--- src/rtl/ktcs_pkg.sv ---
// shared types, codes and helpers for the keyed table with compaction
`default_nettype none

package ktcs_pkg;

    localparam int CAPACITY_DEF = 16;
    localparam int KEY_BYTES    = 29;
    localparam int KEY_W        = 8 * KEY_BYTES;
    localparam int TAG_W        = 152;
    localparam int AMT_W        = 32;
    localparam int POS_W        = 4;
    localparam int FILL_W       = 5;

    localparam logic [1:0] OP_INSERT = 2'd0;
    localparam logic [1:0] OP_REMOVE = 2'd1;
    localparam logic [1:0] OP_SEARCH = 2'd2;
    localparam logic [1:0] OP_LIST   = 2'd3;

    typedef enum logic [1:0] {
        ST_OK    = 2'd0,
        ST_FULL  = 2'd1,
        ST_EMPTY = 2'd2,
        ST_MISS  = 2'd3
    } t_status;

    typedef struct packed {
        logic [1:0]        opcode;
        logic [63:0]       key_bytes_0_7;
        logic [63:0]       key_bytes_8_15;
        logic [63:0]       key_bytes_16_23;
        logic [39:0]       key_bytes_24_28;
        logic [63:0]       tag_bytes_0_7;
        logic [63:0]       tag_bytes_8_15;
        logic [23:0]       tag_bytes_16_18;
        logic signed [31:0] amount;
    } t_in_item;

    typedef struct packed {
        logic [1:0]         status;
        logic [POS_W-1:0]   position;
        logic [FILL_W-1:0]  fill_level;
        logic [63:0]        out_key_0_7;
        logic [63:0]        out_key_8_15;
        logic [63:0]        out_key_16_23;
        logic [39:0]        out_key_24_28;
        logic [63:0]        out_tag_0_7;
        logic [63:0]        out_tag_8_15;
        logic [23:0]        out_tag_16_18;
        logic signed [31:0] out_amount;
        logic               last;
    } t_out_item;

    // one table entry, key byte 0 in the low bits
    typedef struct packed {
        logic [KEY_W-1:0]       key;
        logic [TAG_W-1:0]       tag;
        logic signed [AMT_W-1:0] amount;
    } t_entry;

    typedef struct packed {
        logic load;
        logic shift;
    } t_cell_ctl;

    localparam t_entry ENTRY_ZERO = '0;

    function automatic t_entry item_entry(input t_in_item it);
        t_entry e;
        e.key    = {it.key_bytes_24_28, it.key_bytes_16_23, it.key_bytes_8_15,
                    it.key_bytes_0_7};
        e.tag    = {it.tag_bytes_16_18, it.tag_bytes_8_15, it.tag_bytes_0_7};
        e.amount = it.amount;
        return e;
    endfunction

    function automatic t_out_item make_out(input t_status st,
                                           input logic [POS_W-1:0] pos,
                                           input logic [FILL_W-1:0] fill,
                                           input t_entry e,
                                           input logic lst);
        t_out_item r;
        r.status        = st;
        r.position      = pos;
        r.fill_level    = fill;
        r.out_key_0_7   = e.key[63:0];
        r.out_key_8_15  = e.key[127:64];
        r.out_key_16_23 = e.key[191:128];
        r.out_key_24_28 = e.key[231:192];
        r.out_tag_0_7   = e.tag[63:0];
        r.out_tag_8_15  = e.tag[127:64];
        r.out_tag_16_18 = e.tag[151:128];
        r.out_amount    = e.amount;
        r.last          = lst;
        return r;
    endfunction

endpackage

`default_nettype wire

--- src/rtl/ktcs_cell.sv ---
// one table slot: holds an entry, loads or takes its neighbor's entry, compares its key
`default_nettype none

module ktcs_cell (
    input  wire logic                     i_clk,
    input  wire ktcs_pkg::t_cell_ctl      i_ctl,
    input  wire ktcs_pkg::t_entry         i_new,
    input  wire ktcs_pkg::t_entry         i_next,
    input  wire logic [ktcs_pkg::KEY_W-1:0] i_probe,
    output ktcs_pkg::t_entry              o_entry,
    output logic                          o_match
);

    ktcs_pkg::t_entry r_entry;
    logic             r_match;
    logic             n_match;

    // string compare: bytes up to and including the first zero byte must agree
    always_comb begin
        logic ended;
        ended   = 1'b0;
        n_match = 1'b1;
        for (int b = 0; b < ktcs_pkg::KEY_BYTES; b++) begin
            if (!ended) begin
                if (r_entry.key[8*b +: 8] != i_probe[8*b +: 8]) begin
                    n_match = 1'b0;
                end
                if (r_entry.key[8*b +: 8] == 8'd0) begin
                    ended = 1'b1;
                end
            end
        end
    end

    always_ff @(posedge i_clk) begin
        r_match <= n_match;
        if (i_ctl.load) begin
            r_entry <= i_new;
        end else if (i_ctl.shift) begin
            r_entry <= i_next;
        end
    end

    assign o_entry = r_entry;
    assign o_match = r_match;

endmodule

`default_nettype wire

--- config.mk ---
export PLATFORM = sky130hd
export DESIGN_NAME = ktcs_cell
export DESIGN_NICKNAME = d
export VERILOG_FILES = /design/src/rtl/ktcs_pkg.sv /design/src/rtl/ktcs_cell.sv
export SDC_FILE = /design/constraint.sdc
export NUM_CORES = 1
export LEC_CHECK = 0
export BUFFER_PORTS_ARGS = -buffer_cell sky130_fd_sc_hd__buf_2
export CORE_AREA = 10 10 576 578
export DETAILED_ROUTE_END_ITERATION = 8
export DIE_AREA = 0 0 586 588
export SLEW_MARGIN = 20
export SYNTH_ARGS = -nofsm -noshare
export SYNTH_HDL_FRONTEND = slang
export SYNTH_SLANG_ARGS = --single-unit
--- constraint.sdc ---
create_clock -name i_clk -period 7 [get_ports i_clk]
set_input_delay 0.35 -clock i_clk [delete_from_list [all_inputs] [get_ports i_clk]]
set_output_delay 0.35 -clock i_clk [all_outputs]
set_load 0.01 [all_outputs]
==> results.toml <==
[timing]
worst_pin_slew_ps = 1171
fin_setup_tns_ps = 0
rsz0062_at_grt = "no"
slew_violations = 0
period_share_pct = 48.09
slew_headroom_pct = 21.60
fmax_ghz = 0.2971
hold_viol_final = 0
period_needed_ps = 3366
skew_ps = 21.91
setup_viol = 0

[synthesis]
yosys_warnings = 0
yosys.cell_count.top_type = "edfxtp_1"
synth_seq_cells = 417
synth.area.top_cells = "edfxtp_1 61%, mux2_2 15%, mux2_1 7.4%"
yosysTopAreaCell = "edfxtp_1"
synthTopCellsByCount = "416 x edfxtp_1, 280 x mux2_2, 160 x xnor2_1"
avgSynthCellArea_um2 = 15.78
synthArstFlopShare_pct = 0
syn_inst = 1304
synth-edff-count = 416
syn-cell-area_um2 = 20580
synth_cell_type_count = 31
syn_nets = 2371
ys_seq_area_share_pct = 60.81
synth_top_area_share_pct = 60.71
synth_ff_type = "edfxtp_1"

[routing]
drt_iter0_markers = 1934
dr_total_vias = 24556
finalWirelength_mm = 291.8
viasPerCell = 3.060
ant_nets = 0
drc_errors = 0
wl_per_cell_um = 36.36
drt-pass1-iter-count = 5

[clock_network]
cts_tree = "done"
cts_resized = 0
cts_made_buffers = 58
insertion_delay_ps = 750
cts_root_buf = "clkbuf_16"
clk_path_buf_depth = 3
postCtsHoldBufs = 807
postCtsSetupBuffers = 0
clkSinkCount = 417
clkTransAtPathRegs_ps = 60
clock_tree.htree_level_count = 2

[critical_path]
cp-end-kind = "flop"
worstSetupPathType = "reg -> reg"
cp_data_required_time_ps = 7620
crit_fanout = 3
reg2reg_slack_ps = 3630
start_kind = "flop"
cp.arrival_ps = 3990

[global_route]
antenna_found_initial = 338
grt_max_degree = 119
grt_pass1_vias = 24521
grt_pass1_wl_mm = 343.7
overflow = 0
groute.usage.overall_pct = 16.07

[die]
die-area_um2 = 344600
fp.coreArea_um2 = 320100
io-pin-count = 1484
die_x_um = 586
die_h_um = 588
start_util_pct = 6.428
core.rowCount = 208

[layout]
area_growth_pct = 112.3
finalNetCount = 4694
fin_area_um2 = 43690
layout-drive-gt1-share_pct = 51.37
utilization_pct = 13.65

[run]
drv_cap = 0

[status]
status = "complete, no violations"

[power]
power_leakage_nw = 16.98
power_density_nw_per_um2 = 206.9
vdd_drop_max_mv = 0.1961

[place]
io_buffer_count = 1483
placed_area_um2 = 33290
place_hpwl_mm = 262.4
place_congestion = 0.9955

[hold_path]
hp-class = "in -> reg"
==> cell usage in the layout (no fill, tap or decap), types with 5 or more instances in the layout <==
cell / n
clkinv_2: 13
clkinvlp_4: 6
nor4_1: 67
buf_4: 15
clkinv_1: 7
xnor2_1: 160
nand2_1: 27
clkbuf_16: 58
clkbuf_1: 5
edfxtp_1: 416
dlygate4sd3_1: 807
inv_6: 8
nand4_1: 43
nor2_1: 6
buf_2: 1482
mux2_1: 136
mux2_2: 280
diode_2: 151
nand3_1: 5
bufinv_16: 7
o21ai_1: 8
xor2_1: 72
o21ai_0: 6
==> kinds of logic (layout without fill, tap and decap cells) <==
kind of cell / Yosys count / after routing / share of synthesized area (%)
buf+inv: 46 / 2415 / 0.9243
simple gates: 164 / 164 / 4.743
compound gates: 29 / 29 / 0.8817
mux: 416 / 416 / 22.77
other cells: 0 / 151 / 0
xor+xnor: 232 / 232 / 9.875
flops: 417 / 417 / 60.81
==> per-layer routing <==
layer | part of all wire (%) | global-route usage, %
met3 | 14 | 9.595
met5 | 0.53 | 0
met4 | 3.8 | 4.434
met1 | 34 | 16.34
met2 | 48 | 27.77
==> path summary, 6_finish.rpt <==
path	cells past startpoint	to	startpoint
worst max-delay path	7	o_match	o_entry[261]
worst max register to register	7	o_match	o_entry[261]
worst min register to register	5	o_match	o_entry[243]
worst min-delay path	2	o_entry[293]	i_next[293]
==> report_power, final <==
group | internal, mW | total (mW) | switching, mW
Sequential | 3.09 | 3.54 | 0.456
Combinational | 1.05 | 2.32 | 1.27
Clock | 1.78 | 3.18 | 1.40
Total | 5.92 | 9.04 | 3.12
==> registers in the layout (all words and copies together) (netlist names) <==
register  flops
o_entry     416
o_match       1
==> through the flow <==
stage	total power [mW]	cells	hold WS (ps)	setup WS, ps
6_report	9.041	8024	56.02	3634
5_1_grt	9.401	7968	27.55	3437
4_1_cts	9.247	7873	6.732	3239
3_5_place_dp	5.497	6960	635.9	3326
3_3_place_gp	5.502	6960	632.4	3303
2_1_floorplan	3.895	1304	550.9	322.8
==> cell type report <==
type / count / area [um^2]
Antenna cell: 151 / 377.9
Sequential cell: 417 / 12510
Timing Repair Buffer: 2309 / 15700
Tap cell: 4200 / 5255
Fill cell: 36142 / 276400
Clock inverter: 43 / 466.7
Multi-Input combinational cell: 841 / 7903
Clock buffer: 63 / 1470
==> worst max-delay path, stage by stage (launching register included) <==
cell       delay, ps
edfxtp_1         560
xnor2_1          290
nand4_1          490
o21ai_0          780
nand3_1          150
a2111oi_1        490
a21oi_1          120
a211oi_1         320
Power figures use the tool's default switching activity.
